==> src/design/aes256_pkg.sv <==
// Package with AES tables, round helpers and shared types.
`timescale 1ns / 1ps
package aes256_pkg;

  localparam int ROUNDS   = 14;
  localparam int RK_WORDS = 4 * (ROUNDS + 1);
  localparam int NK       = 8;

  typedef logic [7:0] byte_t;
  typedef logic [31:0] word_t;
  typedef logic [127:0] block_t;

  typedef enum logic [1:0] {
    ST_IDLE,
    ST_EXPAND,
    ST_RUN,
    ST_DONE
  } state_t;

  typedef struct packed {
    logic start;
    logic dec;
  } cell_ctrl_t;

  localparam logic [0:255][7:0] SBOX = {
    8'h63,8'h7C,8'h77,8'h7B,8'hF2,8'h6B,8'h6F,8'hC5,8'h30,8'h01,8'h67,8'h2B,8'hFE,8'hD7,8'hAB,8'h76,
    8'hCA,8'h82,8'hC9,8'h7D,8'hFA,8'h59,8'h47,8'hF0,8'hAD,8'hD4,8'hA2,8'hAF,8'h9C,8'hA4,8'h72,8'hC0,
    8'hB7,8'hFD,8'h93,8'h26,8'h36,8'h3F,8'hF7,8'hCC,8'h34,8'hA5,8'hE5,8'hF1,8'h71,8'hD8,8'h31,8'h15,
    8'h04,8'hC7,8'h23,8'hC3,8'h18,8'h96,8'h05,8'h9A,8'h07,8'h12,8'h80,8'hE2,8'hEB,8'h27,8'hB2,8'h75,
    8'h09,8'h83,8'h2C,8'h1A,8'h1B,8'h6E,8'h5A,8'hA0,8'h52,8'h3B,8'hD6,8'hB3,8'h29,8'hE3,8'h2F,8'h84,
    8'h53,8'hD1,8'h00,8'hED,8'h20,8'hFC,8'hB1,8'h5B,8'h6A,8'hCB,8'hBE,8'h39,8'h4A,8'h4C,8'h58,8'hCF,
    8'hD0,8'hEF,8'hAA,8'hFB,8'h43,8'h4D,8'h33,8'h85,8'h45,8'hF9,8'h02,8'h7F,8'h50,8'h3C,8'h9F,8'hA8,
    8'h51,8'hA3,8'h40,8'h8F,8'h92,8'h9D,8'h38,8'hF5,8'hBC,8'hB6,8'hDA,8'h21,8'h10,8'hFF,8'hF3,8'hD2,
    8'hCD,8'h0C,8'h13,8'hEC,8'h5F,8'h97,8'h44,8'h17,8'hC4,8'hA7,8'h7E,8'h3D,8'h64,8'h5D,8'h19,8'h73,
    8'h60,8'h81,8'h4F,8'hDC,8'h22,8'h2A,8'h90,8'h88,8'h46,8'hEE,8'hB8,8'h14,8'hDE,8'h5E,8'h0B,8'hDB,
    8'hE0,8'h32,8'h3A,8'h0A,8'h49,8'h06,8'h24,8'h5C,8'hC2,8'hD3,8'hAC,8'h62,8'h91,8'h95,8'hE4,8'h79,
    8'hE7,8'hC8,8'h37,8'h6D,8'h8D,8'hD5,8'h4E,8'hA9,8'h6C,8'h56,8'hF4,8'hEA,8'h65,8'h7A,8'hAE,8'h08,
    8'hBA,8'h78,8'h25,8'h2E,8'h1C,8'hA6,8'hB4,8'hC6,8'hE8,8'hDD,8'h74,8'h1F,8'h4B,8'hBD,8'h8B,8'h8A,
    8'h70,8'h3E,8'hB5,8'h66,8'h48,8'h03,8'hF6,8'h0E,8'h61,8'h35,8'h57,8'hB9,8'h86,8'hC1,8'h1D,8'h9E,
    8'hE1,8'hF8,8'h98,8'h11,8'h69,8'hD9,8'h8E,8'h94,8'h9B,8'h1E,8'h87,8'hE9,8'hCE,8'h55,8'h28,8'hDF,
    8'h8C,8'hA1,8'h89,8'h0D,8'hBF,8'hE6,8'h42,8'h68,8'h41,8'h99,8'h2D,8'h0F,8'hB0,8'h54,8'hBB,8'h16
  };

  localparam logic [0:15][3:0] ROW_SHIFT = {
    4'd0, 4'd5, 4'd10, 4'd15, 4'd4, 4'd9, 4'd14, 4'd3,
    4'd8, 4'd13, 4'd2, 4'd7, 4'd12, 4'd1, 4'd6, 4'd11
  };

  function automatic byte_t inv_sbox(input byte_t x);
    byte_t r;
    r = 8'h00;
    for (int i = 0; i < 256; i++) begin
      if (SBOX[i] == x) r = byte_t'(i);
    end
    return r;
  endfunction

  function automatic byte_t xt(input byte_t x);
    return {x[6:0], 1'b0} ^ (x[7] ? 8'h1b : 8'h00);
  endfunction

  function automatic word_t sub_word(input word_t w);
    return {SBOX[w[31:24]], SBOX[w[23:16]], SBOX[w[15:8]], SBOX[w[7:0]]};
  endfunction

  function automatic byte_t get_b(input block_t s, input int i);
    return s[127 - 8 * i -: 8];
  endfunction

  function automatic block_t sub_shift(input block_t s, input logic inv);
    block_t o;
    o = '0;
    for (int i = 0; i < 16; i++) begin
      if (inv) o[127 - 8 * ROW_SHIFT[i] -: 8] = inv_sbox(get_b(s, i));
      else     o[127 - 8 * i -: 8] = SBOX[get_b(s, int'(ROW_SHIFT[i]))];
    end
    return o;
  endfunction

  function automatic block_t mix(input block_t s, input logic inv);
    block_t o;
    byte_t a0, a1, a2, a3, h, h1, h2, xh;
    o = s;
    for (int c = 0; c < 4; c++) begin
      a0 = get_b(s, 4 * c);
      a1 = get_b(s, 4 * c + 1);
      a2 = get_b(s, 4 * c + 2);
      a3 = get_b(s, 4 * c + 3);
      h = a0 ^ a1 ^ a2 ^ a3;
      h1 = h;
      h2 = h;
      xh = xt(h);
      if (inv) begin
        h1 = xt(xt(xh ^ a0 ^ a2)) ^ h;
        h2 = xt(xt(xh ^ a1 ^ a3)) ^ h;
      end
      o[127 - 32 * c -: 8]       = a0 ^ h1 ^ xt(a0 ^ a1);
      o[127 - 32 * c - 8 -: 8]  = a1 ^ h2 ^ xt(a1 ^ a2);
      o[127 - 32 * c - 16 -: 8] = a2 ^ h1 ^ xt(a2 ^ a3);
      o[127 - 32 * c - 24 -: 8] = a3 ^ h2 ^ xt(a3 ^ a0);
    end
    return o;
  endfunction

endpackage

==> src/design/aes256_key_cell.sv <==
// Key schedule cell: one of eight words in a sliding window of the key expansion.
`timescale 1ns / 1ps
module aes256_key_cell
  import aes256_pkg::*;
(
  input  logic  clk,
  input  logic  load,
  input  logic  shift,
  input  word_t load_word,
  input  word_t next_word,
  output word_t word_r
);
  word_t word_nxt;

  always_comb begin
    word_nxt = word_r;
    if (load)       word_nxt = load_word;
    else if (shift) word_nxt = next_word;
  end

  always_ff @(posedge clk) begin
    word_r <= word_nxt;
  end
endmodule

==> config.mk <==
export PLATFORM = sky130hd
export DESIGN_NAME = aes256_key_cell
export DESIGN_NICKNAME = d
export VERILOG_FILES = /design/src/design/aes256_pkg.sv /design/src/design/aes256_key_cell.sv
export SDC_FILE = /design/constraint.sdc
export NUM_CORES = 1
export LEC_CHECK = 0
export BUFFER_PORTS_ARGS = -buffer_cell sky130_fd_sc_hd__clkbuf_2
export CAP_MARGIN = 30
export CORE_AREA = 2 2 67 69
export DETAILED_ROUTE_END_ITERATION = 10
export DIE_AREA = 0 0 69 71
export PLACE_DENSITY = 0.73
export SLEW_MARGIN = 15
export SYNTH_ARGS = -nofsm -noshare
export SYNTH_HDL_FRONTEND = slang
export SYNTH_SLANG_ARGS = --single-unit
==> constraint.sdc <==
create_clock -name clk -period 1.6 [get_ports clk]
set_clock_uncertainty 0.2 [all_clocks]
set_input_delay 0.16 -clock clk [delete_from_list [all_inputs] [get_ports clk]]
set_output_delay 0.16 -clock clk [all_outputs]
set_load 0.05 [all_outputs]
Yosys cells after proc, flatten, opt, wreduce, memory -nomap -nowiden
Cells that the tools add are included.
{"block": "classes", "n_mux": 2, "reduce_logical": 1}
{"op": "32-bit 2-to-1 mux", "n": 2}
{"op": "2-bit nonzero test", "n": 1}
{"block": "totals", "reg_bits": 32, "out_inout_bits": 32, "inputBits": 67, "elab_cells": 4}

Logic depth before layout (Yosys ltp)
{"block": "depth", "word_depth": 2, "mapped_depth": 3, "ltp_nobuf": 1}

Worst setup path before layout
No wires, ideal clock.
{"block": "synth_timing", "path_type": "input to register", "startpoint": "in load", "endpoint": "reg word_r[0], enable pin", "setup_ps": 390, "cell_stages": 3, "path_buffers": 2, "arrival_time_ps": 1182, "path_slack_ps": -173, "required_ps": 1010, "path_cell_list": "buf_6 -> buf_12 -> or2_1"}
{"block": "synth_via", "elab_chain_len": 1}
{"item": "from (decl)", "line": "aes256_key_cell.sv:7", "text": "input logic load,"}
{"item": "2-bit nonzero test (no line)"}
{"item": "to (signal assigned)", "line": "aes256_key_cell.sv:22", "text": "word_r <= word_nxt;"}
{"item": "to (decl)", "line": "aes256_key_cell.sv:11", "text": "output word_t word_r"}
Every way passes these cells.
A chain may end at the register's enable or synchronous reset.

Worst setup path in the final report
{"block": "layout_timing", "startpoint": "reg word_r[9]", "endpoint": "out word_r[9]"}
No word-level cell between the ends.

==> key figures <==
Status
  – Status: finished clean

Cells and area
  – Area delta synth->final: 80.4%
  – Largest Register: word_r
  – Fill count: between 300 and 400
  – Biggest regs: word_r: 32 flops
  – NumNets Final: ~300
  – Max reg flops: 32
  – Cell Count, Final, Fillers Out: roughly 290
  – Ant. Diodes: 0
  – Layout cells sized above 1: 0.602

STA
  – Fin crit share: 0.797
  – Max-slew violation count: 0
  – Measured slew at the worst slew-check pin: slightly below 0.3 ns
  – Setup TNS: 0 ns
  – Rel. slew slack: 0.804
  – Final setup vio count: 0
  – Fin crit period: around 1.3 ns
  – RSZ-0062 raised after global routing: false
  – Fmax: 784 MHz
  – Number of hold violations in the final report: 0

Synth
  – Mux contribution to synthesized area: 0.311
  – Syn Inst Count: just under 70
  – Largest family of logic cells by synthesized area: multiplexers
  – Yosys warning total: 0
  – Synth Area in Compound Gates: 0
  – Area contributors post-synth: edfxtp_1 64%, mux2_4 29%, buf_12 4.0%
  – Post-synthesis adder-cell area fraction: 0
  – Syn_area_per_cell: 21.9 um2
  – Synth Area in Simple Gates: 0.00415
  – Area leader, netlist: edfxtp_1
  – Synthesis-stage register bit count: 32
  – Net Count, Synth: 136
  – Synthesized area: around 1500 um2
  – Share of Yosys cell area claimed by the top area cell type: 0.637
  – Post-Synth XOR/XNOR Area: 0
  – Seq/Total Area, Yosys: 0.637
  – Yosys cell types: 6

Setup path
  – Worst-path fanout max: 1
  – Critical path required time: approximately 1.2 ns
  – Worst-path cell chain: clkbuf_2
  – Worst setup SP type: flop
  – Buf/Inv on CP: 1
  – Max incr delay on CP: ~0.4 ns
  – Critical Path Slowest Stage Cell: edfxtp_1
  – Crit Path Category: reg2out
  – Crit path max-delay family: flip-flops
  – Critical Path AT: between 0.9 and 1 ns
  – Element type at the critical path end: output port

Die
  – Cell Rows: 24
  – Die Y: between 70 and 80 um
  – Initial core utilization: 0.359
  – Die X-Extent: 69 um
  – # IOs: just under 100
  – Die Area: a little under 5000 um2
  – Core ar.: 4200 um2

Power and ir drop
  – Sequential share of power: 0.440
  – Combinational power share: 0.323
  – Max VDD drop: ~0.48 mV
  – Tot Pwr: between 0.002 and 0.0025 W
  – Leak: 1.30 nW
  – Clock group share of total power: 0.236
  – Internal Power: approximately 0.0016 W
  – Net Sw Frac: 0.315
  – Pwr per Cell Area: ~900 nW/um2
  – Switching pwr: between 0.0007 and 0.0008 W

Route
  – Vias after detailed routing: around 1200
  – Routed Antenna Nets: 0
  – Final WL: between 4 and 5 mm
  – DR pass1 iterations: 4
  – Initial detailed-routing violation count: 62
  – DR WL/cell: 14.9 um
  – Residual DRC: 0
  – Via/cell ratio: around 4.3

Clocking
  – CTS max path bufs: 2
  – Reg clk slew, reported paths: about 0.060 ns
  – H-tree levels: 2
  – Root Buffer: clkbuf_8
  – Post-CTS setup buffers: 0
  – CTS buffer count: 5
  – CTS tree: yes
  – Clock Sinks: 32

GRT
  – Initial antenna violation count: 0
  – First-pass GRT wire length: around 7 mm
  – Vias in the first global route: roughly 1400
  – Largest net degree at the start of global routing: 20
  – Total grt overflow: 0
  – GRT Total Usage: 0.187

Placement
  – Cell count after placement: between 200 and 250
  – Buffers added on ports: 98
  – Routability congestion estimate: 0.693
  – DP Wirelength: roughly 2.5 mm

Run
  – Max Cap Viol: 0

Hold path
  – Worst min path class: in2reg
final cells by class:
type | instances | area [um2] | share of cell area
multi-input cells | 33 | 475 | 0.175
repair buffers | 163 | 1140 | 0.419
clock buffers | 7 | 76.3 | 0.0281
well taps | 52 | 65.1 | 0.0239
clock inverters | 1 | 3.75 | 0.00138
flip-flops and latches | 32 | 961 | 0.353
cells in the mapped netlist:
| cell | n |
|---|---|
| or2_1 | 1 |
| buf_6 | 1 |
| mux2_2 | 3 |
| buf_12 | 3 |
| mux2_4 | 29 |
| edfxtp_1 | 32 |
through the flow:
stage,utilization,area (um2),hold slack (ns),setup slack (ns)
finish,0.647,2720,0.00932,0.324
global route,0.647,2720,0.00732,0.293
CTS,0.647,2720,0.000415,0.316
detailed placement,0.488,2050,0.265,0.248
global placement,0.488,2050,0.264,0.288
floorplan,-,1510,0.177,0.126
routing by layer:
| layer | global-route usage | share of wire | vias up |
|---|---|---|---|
| met2 | 0.375 | 0.58 | 65 |
| met4 | 0.0828 | 0.027 | 0 |
| met3 | 0.0556 | 0.064 | 11 |
| met1 | 0.170 | 0.33 | 568 |
| li1 | - | - | 600 |
| met5 | 0 | 0 | - |
final timing paths:
| check | startpoint | to | slack (ns) | cells past startpoint |
|---|---|---|---|---|
| setup / recovery | word_r[9] | word_r[9] | 0.32 | 1 |
| hold / removal | next_word[22] | word_r[22] | 0.009 | 2 |
cell usage in the layout (no fill, tap or decap), drive strengths merged:
master / n
buf: 6
clkbuf: 105
mux2: 32
or2: 1
edfxtp: 32
clkinv: 1
dlygate4sd3: 59
cells by family after synthesis:
| group | after synthesis |
|---|---|
| multiplexers | 32 |
| flip-flops | 32 |
| buffers and inverters | 4 |
| AND/OR/NAND/NOR | 1 |
repair_timing:
action / in CTS / in global routing
hold buffers: 59 / 0
endpoints found under the hold margin: 30 / 0
resized for setup: 0 / 0
power groups by stage:
| stage | Clock [W] | Combinational (W) | Sequential [W] |
|---|---|---|---|
| global route | 0.000621 | 0.000809 | 0.00107 |
| finish | 0.000567 | 0.000776 | 0.00106 |
| detailed placement | 0 | 0.000657 | 0.00107 |
| CTS | 0.000586 | 0.000770 | 0.00106 |
| global placement | 0 | 0.000653 | 0.00107 |
| floorplan | 0 | 0.000149 | 0.00140 |
No activity file was read; power rests on OpenSTA's default activity.
