$ cat src/design/aes256_pkg.sv
// Package with AES tables, round helpers and shared types.
`timescale 1ns / 1ps
package aes256_pkg;

  localparam int ROUNDS   = 14;
  localparam int RK_WORDS = 4 * (ROUNDS + 1);
  localparam int NK       = 8;

  typedef logic [7:0] byte_t;
  typedef logic [31:0] word_t;
  typedef logic [127:0] block_t;

  typedef enum logic [1:0] {
    ST_IDLE,
    ST_EXPAND,
    ST_RUN,
    ST_DONE
  } state_t;

  typedef struct packed {
    logic start;
    logic dec;
  } cell_ctrl_t;

  localparam logic [0:255][7:0] SBOX = {
    8'h63,8'h7C,8'h77,8'h7B,8'hF2,8'h6B,8'h6F,8'hC5,8'h30,8'h01,8'h67,8'h2B,8'hFE,8'hD7,8'hAB,8'h76,
    8'hCA,8'h82,8'hC9,8'h7D,8'hFA,8'h59,8'h47,8'hF0,8'hAD,8'hD4,8'hA2,8'hAF,8'h9C,8'hA4,8'h72,8'hC0,
    8'hB7,8'hFD,8'h93,8'h26,8'h36,8'h3F,8'hF7,8'hCC,8'h34,8'hA5,8'hE5,8'hF1,8'h71,8'hD8,8'h31,8'h15,
    8'h04,8'hC7,8'h23,8'hC3,8'h18,8'h96,8'h05,8'h9A,8'h07,8'h12,8'h80,8'hE2,8'hEB,8'h27,8'hB2,8'h75,
    8'h09,8'h83,8'h2C,8'h1A,8'h1B,8'h6E,8'h5A,8'hA0,8'h52,8'h3B,8'hD6,8'hB3,8'h29,8'hE3,8'h2F,8'h84,
    8'h53,8'hD1,8'h00,8'hED,8'h20,8'hFC,8'hB1,8'h5B,8'h6A,8'hCB,8'hBE,8'h39,8'h4A,8'h4C,8'h58,8'hCF,
    8'hD0,8'hEF,8'hAA,8'hFB,8'h43,8'h4D,8'h33,8'h85,8'h45,8'hF9,8'h02,8'h7F,8'h50,8'h3C,8'h9F,8'hA8,
    8'h51,8'hA3,8'h40,8'h8F,8'h92,8'h9D,8'h38,8'hF5,8'hBC,8'hB6,8'hDA,8'h21,8'h10,8'hFF,8'hF3,8'hD2,
    8'hCD,8'h0C,8'h13,8'hEC,8'h5F,8'h97,8'h44,8'h17,8'hC4,8'hA7,8'h7E,8'h3D,8'h64,8'h5D,8'h19,8'h73,
    8'h60,8'h81,8'h4F,8'hDC,8'h22,8'h2A,8'h90,8'h88,8'h46,8'hEE,8'hB8,8'h14,8'hDE,8'h5E,8'h0B,8'hDB,
    8'hE0,8'h32,8'h3A,8'h0A,8'h49,8'h06,8'h24,8'h5C,8'hC2,8'hD3,8'hAC,8'h62,8'h91,8'h95,8'hE4,8'h79,
    8'hE7,8'hC8,8'h37,8'h6D,8'h8D,8'hD5,8'h4E,8'hA9,8'h6C,8'h56,8'hF4,8'hEA,8'h65,8'h7A,8'hAE,8'h08,
    8'hBA,8'h78,8'h25,8'h2E,8'h1C,8'hA6,8'hB4,8'hC6,8'hE8,8'hDD,8'h74,8'h1F,8'h4B,8'hBD,8'h8B,8'h8A,
    8'h70,8'h3E,8'hB5,8'h66,8'h48,8'h03,8'hF6,8'h0E,8'h61,8'h35,8'h57,8'hB9,8'h86,8'hC1,8'h1D,8'h9E,
    8'hE1,8'hF8,8'h98,8'h11,8'h69,8'hD9,8'h8E,8'h94,8'h9B,8'h1E,8'h87,8'hE9,8'hCE,8'h55,8'h28,8'hDF,
    8'h8C,8'hA1,8'h89,8'h0D,8'hBF,8'hE6,8'h42,8'h68,8'h41,8'h99,8'h2D,8'h0F,8'hB0,8'h54,8'hBB,8'h16
  };

  localparam logic [0:15][3:0] ROW_SHIFT = {
    4'd0, 4'd5, 4'd10, 4'd15, 4'd4, 4'd9, 4'd14, 4'd3,
    4'd8, 4'd13, 4'd2, 4'd7, 4'd12, 4'd1, 4'd6, 4'd11
  };

  function automatic byte_t inv_sbox(input byte_t x);
    byte_t r;
    r = 8'h00;
    for (int i = 0; i < 256; i++) begin
      if (SBOX[i] == x) r = byte_t'(i);
    end
    return r;
  endfunction

  function automatic byte_t xt(input byte_t x);
    return {x[6:0], 1'b0} ^ (x[7] ? 8'h1b : 8'h00);
  endfunction

  function automatic word_t sub_word(input word_t w);
    return {SBOX[w[31:24]], SBOX[w[23:16]], SBOX[w[15:8]], SBOX[w[7:0]]};
  endfunction

  function automatic byte_t get_b(input block_t s, input int i);
    return s[127 - 8 * i -: 8];
  endfunction

  function automatic block_t sub_shift(input block_t s, input logic inv);
    block_t o;
    o = '0;
    for (int i = 0; i < 16; i++) begin
      if (inv) o[127 - 8 * ROW_SHIFT[i] -: 8] = inv_sbox(get_b(s, i));
      else     o[127 - 8 * i -: 8] = SBOX[get_b(s, int'(ROW_SHIFT[i]))];
    end
    return o;
  endfunction

  function automatic block_t mix(input block_t s, input logic inv);
    block_t o;
    byte_t a0, a1, a2, a3, h, h1, h2, xh;
    o = s;
    for (int c = 0; c < 4; c++) begin
      a0 = get_b(s, 4 * c);
      a1 = get_b(s, 4 * c + 1);
      a2 = get_b(s, 4 * c + 2);
      a3 = get_b(s, 4 * c + 3);
      h = a0 ^ a1 ^ a2 ^ a3;
      h1 = h;
      h2 = h;
      xh = xt(h);
      if (inv) begin
        h1 = xt(xt(xh ^ a0 ^ a2)) ^ h;
        h2 = xt(xt(xh ^ a1 ^ a3)) ^ h;
      end
      o[127 - 32 * c -: 8]       = a0 ^ h1 ^ xt(a0 ^ a1);
      o[127 - 32 * c - 8 -: 8]  = a1 ^ h2 ^ xt(a1 ^ a2);
      o[127 - 32 * c - 16 -: 8] = a2 ^ h1 ^ xt(a2 ^ a3);
      o[127 - 32 * c - 24 -: 8] = a3 ^ h2 ^ xt(a3 ^ a0);
    end
    return o;
  endfunction

endpackage

$ cat src/design/aes256_round_cell.sv
// Round cell: one column of the cipher state.
`timescale 1ns / 1ps
module aes256_round_cell
  import aes256_pkg::*;
(
  input  logic  clk,
  input  logic  load,
  input  logic  step,
  input  word_t load_word,
  input  word_t next_word,
  output word_t col_r
);
  word_t col_nxt;

  always_comb begin
    col_nxt = col_r;
    if (load)      col_nxt = load_word;
    else if (step) col_nxt = next_word;
  end

  always_ff @(posedge clk) begin
    col_r <= col_nxt;
  end
endmodule

$ cat config.mk
export PLATFORM = sky130hd
export DESIGN_NAME = aes256_round_cell
export DESIGN_NICKNAME = d
export VERILOG_FILES = /design/src/design/aes256_pkg.sv /design/src/design/aes256_round_cell.sv
export SDC_FILE = /design/constraint.sdc
export NUM_CORES = 1
export LEC_CHECK = 0
export BUFFER_PORTS_ARGS = -buffer_cell sky130_fd_sc_hd__buf_2
export CAP_MARGIN = 10
export CORE_MARGIN = 1
export CORE_UTILIZATION = 43
export CTS_BUF_LIST = sky130_fd_sc_hd__clkbuf_2
export CTS_CLUSTER_DIAMETER = 200
export CTS_CLUSTER_SIZE = 30
export DETAILED_ROUTE_END_ITERATION = 16
export PLACE_DENSITY_LB_ADDON = 0.1
export SETUP_SLACK_MARGIN = 0.5
export SYNTH_ARGS = -nofsm -noshare
export SYNTH_HDL_FRONTEND = slang
export SYNTH_SLANG_ARGS = --single-unit
$ cat constraint.sdc
create_clock -name clk -period 1.9 [get_ports clk]
set_input_delay 0.19 -clock clk [delete_from_list [all_inputs] [get_ports clk]]
set_output_delay 0.19 -clock clk [all_outputs]
set_load 0.01 [all_outputs]
* Word level (Yosys, flattened, before mapping)
Cells that the tools add are included.
** Word-level totals
- Register bits :: 32
- Latch bits :: 0
- Bits in writable memories :: 0
- Memory bits (read-only) :: 0
- Bits of input ports :: 67
- Output and inout bits :: 32
- Word-level logic and storage cells :: 4
- Memories kept :: 0
** Cells by class
- Add/subtract/negate cells :: 0
- $mul :: 0
- Div/mod/pow operators :: 0
- Magnitude comparators :: 0
- Equality and inequality tests :: 0
- Shift operators :: 0
- Mux-type cells :: 2
- Bitwise gates (word level) :: 0
- Reduce and logical (&&, ||, !) cells :: 1
** Operator list (number)
- $mux 32 :: 2
- $reduce_bool 2->1 :: 1

* Depth between registers and ports, before layout
- Word-level depth :: 2
- Mapped depth :: 3
- Mapped depth without buffers :: 1

* Worst setup path before layout
OpenSTA, ideal clock, no wires.
- Path kind :: in2reg
- From :: input load
- To :: register col_r[0], enable pin
- Setup time :: 390 ps
- Arrival time :: 1212 ps
- Data required time :: 1510 ps
- Slack :: 297 ps
- Cell stages on the path :: 3
- Path buffers :: 2
- Cells stage by stage :: buf_6 > buf_12 > or2_1
** On the way
- Cells in the longest elaborated chain, start to end :: 1
** Ends and longest elaborated chain
- start: declaration :: line aes256_round_cell.sv:7 : input logic load,
- $reduce_bool 2->1 (no line)
- end signal: assignment :: line aes256_round_cell.sv:22 : col_r <= col_nxt;
- end: declaration :: line aes256_round_cell.sv:11 : output word_t col_r
No other way between the ends.
A chain may end at the register's enable or synchronous reset.

* Final worst setup path
- From :: register col_r[8]
- To :: output col_r[8]
No word-level cell between the ends.

==> results.env <==
YS_SEQ_AREA_SHARE_PCT=63.7
DESIGN.CORE.AREA_SQ_UM=3340
SLEW_VIOLATIONS=0
ASYNCSETRESETFLOPFRACSYNTH_PCT=0
SYNTH-SEQ-CELLS=32
LAYOUT_WORST_PATH_CYCLE_SHARE_PCT=57.3
POST_SYNTHESIS_CELL_AREA_SQ_UM=1510
CTS_SETUP_BUFFERS=0
IO_PINS=99
POST_SYNTH.CELL_AREA_AVG_SQ_UM=21.9
DRV_CAP=0
WORSTPATHREQUIRED_PS=1710
NNETSFINAL=238
H-TREE-DEPTH=2
PATH_CLK_SLEW_PS=150
TIMING_HOLD_VIOLATIONS_FINAL=0
CRITICAL_PATH.N_BUFFERS_INVERTERS=1
SYNTHCELLS=69
CRITICAL_PATH.STARTPOINT_TYPE='register'
POST-SYNTH-TOP-COUNT-CELL='edfxtp_1'
DIE_AREA_SQ_UM=3750
VIA_DENSITY=4.49
CLOCK_SINKS=32
SYNTH_TOP_CELL_BY_AREA='edfxtp_1'
FINALWORSTPATHREQUIREDPERIOD_PS=1090
DRT-WIRELENGTH-PER-CELL_UM=12.8
GLOBALROUTE.TOTALOVERFLOW=0
EDFF_COUNT_SYNTH=32
START_UTIL_PCT=45.2
STATUS='complete, no violations'
CPMAXSTAGEDELAYCELL='edfxtp_1'
STD_CELL_ROWS=21
LARGEST_REG_FLOPS=32
FINALSETUPTNS_PS=0
DR_TOTAL_VIAS=974
TIMING.MAX_SLEW.REL_SLACK_PCT=52.5
ANTENNA_FOUND_INITIAL=0
LAYER_WITH_THE_HIGHEST_USAGE='met2'
PORTBUFFERS=98
FIRST_ITER_VIOLATIONS=41
SYNTH_TOP_CELL_AREA_SHARE_PCT=63.7
CTS_INSERTED_BUFFERS=5
POST_CTS.RESIZED_INSTANCES=0
TOTAL_LEAKAGE_POWER_nW=0.993
GRT_USE_MET2_PCT=24.2
CRIT_PATH_CELL_CHAIN='buf_2'
CRITPATHARRIVALTIME_PS=900
NUM_ANTENNA_CELLS=0
WORST_SETUP_PATH_END_KIND='primary output'
TIMING.CRITICAL_PATH.MAX_DELAY_FAMILY='flip-flops'
ROUTE.FINAL.WIRE_LENGTH_MM=2.78
SYNTH_AREA_LEADERS='edfxtp_1 64%, mux2_4 29%, buf_12 4.0%'
TIGHTEST_SLEW_PS=713
TIMING.FMAX_MHz=919
SYNTH.DISTINCT_CELLS=6
MIN_DELAY_SRC='load_word[10]'
TOP_REGS='col_r x32'
GLOBALROUTEMET1UTIL_PCT=14.8
FIRST_GLOBAL_VIAS=876
REGMOSTFLOPS='col_r'
DRC_ERRORS=0
GRT_MAX_DEGREE=33
YOSYS_WARNINGS=0
SYNTH_FF_TYPE='edfxtp_1'
MAX_STAGE_DELAY_PS=400
NET_COUNT_OF_THE_MAPPED_NETLIST=136
DIE_WIDTH_UM=61.2
FILLER_CELL_COUNT=288
UTILIZATION_PCT=60.7
FINAL_LAYOUT_SIZE_SUFFIX_GT1_SHARE_PCT=80.1
FINAL_ANTENNA_NET_COUNT=0
PWR_DENSITY_CELL_nW_PER_UM2=725
GLOBAL_ROUTE_USAGE_OVER_ALL_LAYERS_PCT=15.0
WORST_IR_DROP_VDD_mV=0.373
DIE_HEIGHT_UM=61.2
PATH_MAX_FANOUT=1
ROOT_BUFFER_MASTER='clkbuf_2'
GP_ROUTABILITY_CONGESTION=0.755
FIRST_PASS_ITERS=4
CTS_TREE='built'
NETLIST_TOP_CELLS_COUNT='32 x edfxtp_1, 29 x mux2_4, 3 x buf_12, 3 x mux2_2'
GRT_FIRST_PASS_WIRELENGTH_MM=3.73
DESIGN_POWER_TOTAL_W=0.00147
SETUP_VIOL_COUNT_FINAL=0
SETUP.WORST_PATH.CLASS='reg -> out'
MET3_USAGE_PCT=8.82
CTSHOLDBUFFERS=0
GRT_SETUP_UNREPAIRED='no'
MIN-DELAY-PATH-CLASS='in -> reg'
CLK_PATH_BUF_DEPTH=2
AREAGROWTHSYNTHTOFINISH_PCT=34.3
CRIT_START='col_r[8]'
## routing by layer
layer,wire (um),share of wire [%]
met1,970,35
met2,1400,51
met3,313,11
met4,88,3.2
met5,0,0
## where the power goes
group	internal (W)	switching [W]
sequential	0.000865	0.0000168
clock	0.0000758	0.000206
combinational	0.000175	0.000129
## kinds of logic (layout without fill, tap and decap cells)
kind of cell,after synthesis,after routing,share of synthesized area [%]
AND/OR/NAND/NOR,1,1,0.415
multiplexers,32,32,31.1
buffers and inverters,4,106,4.73
flip-flops,32,32,63.7
## layout make-up
cell class	instances	area, sq um	share of cell area, %
multi-input cells	33	475	23.5
clock buffers	5	25.0	1.24
flip-flops and latches	32	961	47.5
repair buffers	99	498	24.6
well taps	46	57.6	2.84
clock inverters	2	7.51	0.371
## worst paths after layout
path / to / slack, ps / depth (start not counted)
worst max-delay path: col_r[8] / 810 / 1
worst min-delay path: col_r[10] / 130 / 2
## placed cells by master (no fill, tap or decap), drive strengths merged
cell type	n
buf	99
clkbuf	5
clkinv	2
edfxtp	32
mux2	32
or2	1
## per-stage QoR
| step | setup WS, ps | hold WS, ps | instance area, sq um | std cells |
|---|---|---|---|---|
| 3_5_place_dp | 475 | 493 | 1990 | 210 |
| 6_report | 812 | 126 | 2020 | 217 |
| 4_1_cts | 778 | 105 | 2020 | 217 |
| 5_1_grt | 700 | 74.3 | 2020 | 217 |
| 3_3_place_gp | 518 | 491 | 1990 | 210 |
| 2_1_floorplan | 596 | 407 | 1510 | 69 |
Note: power is estimated with default switching activity, not from simulation.
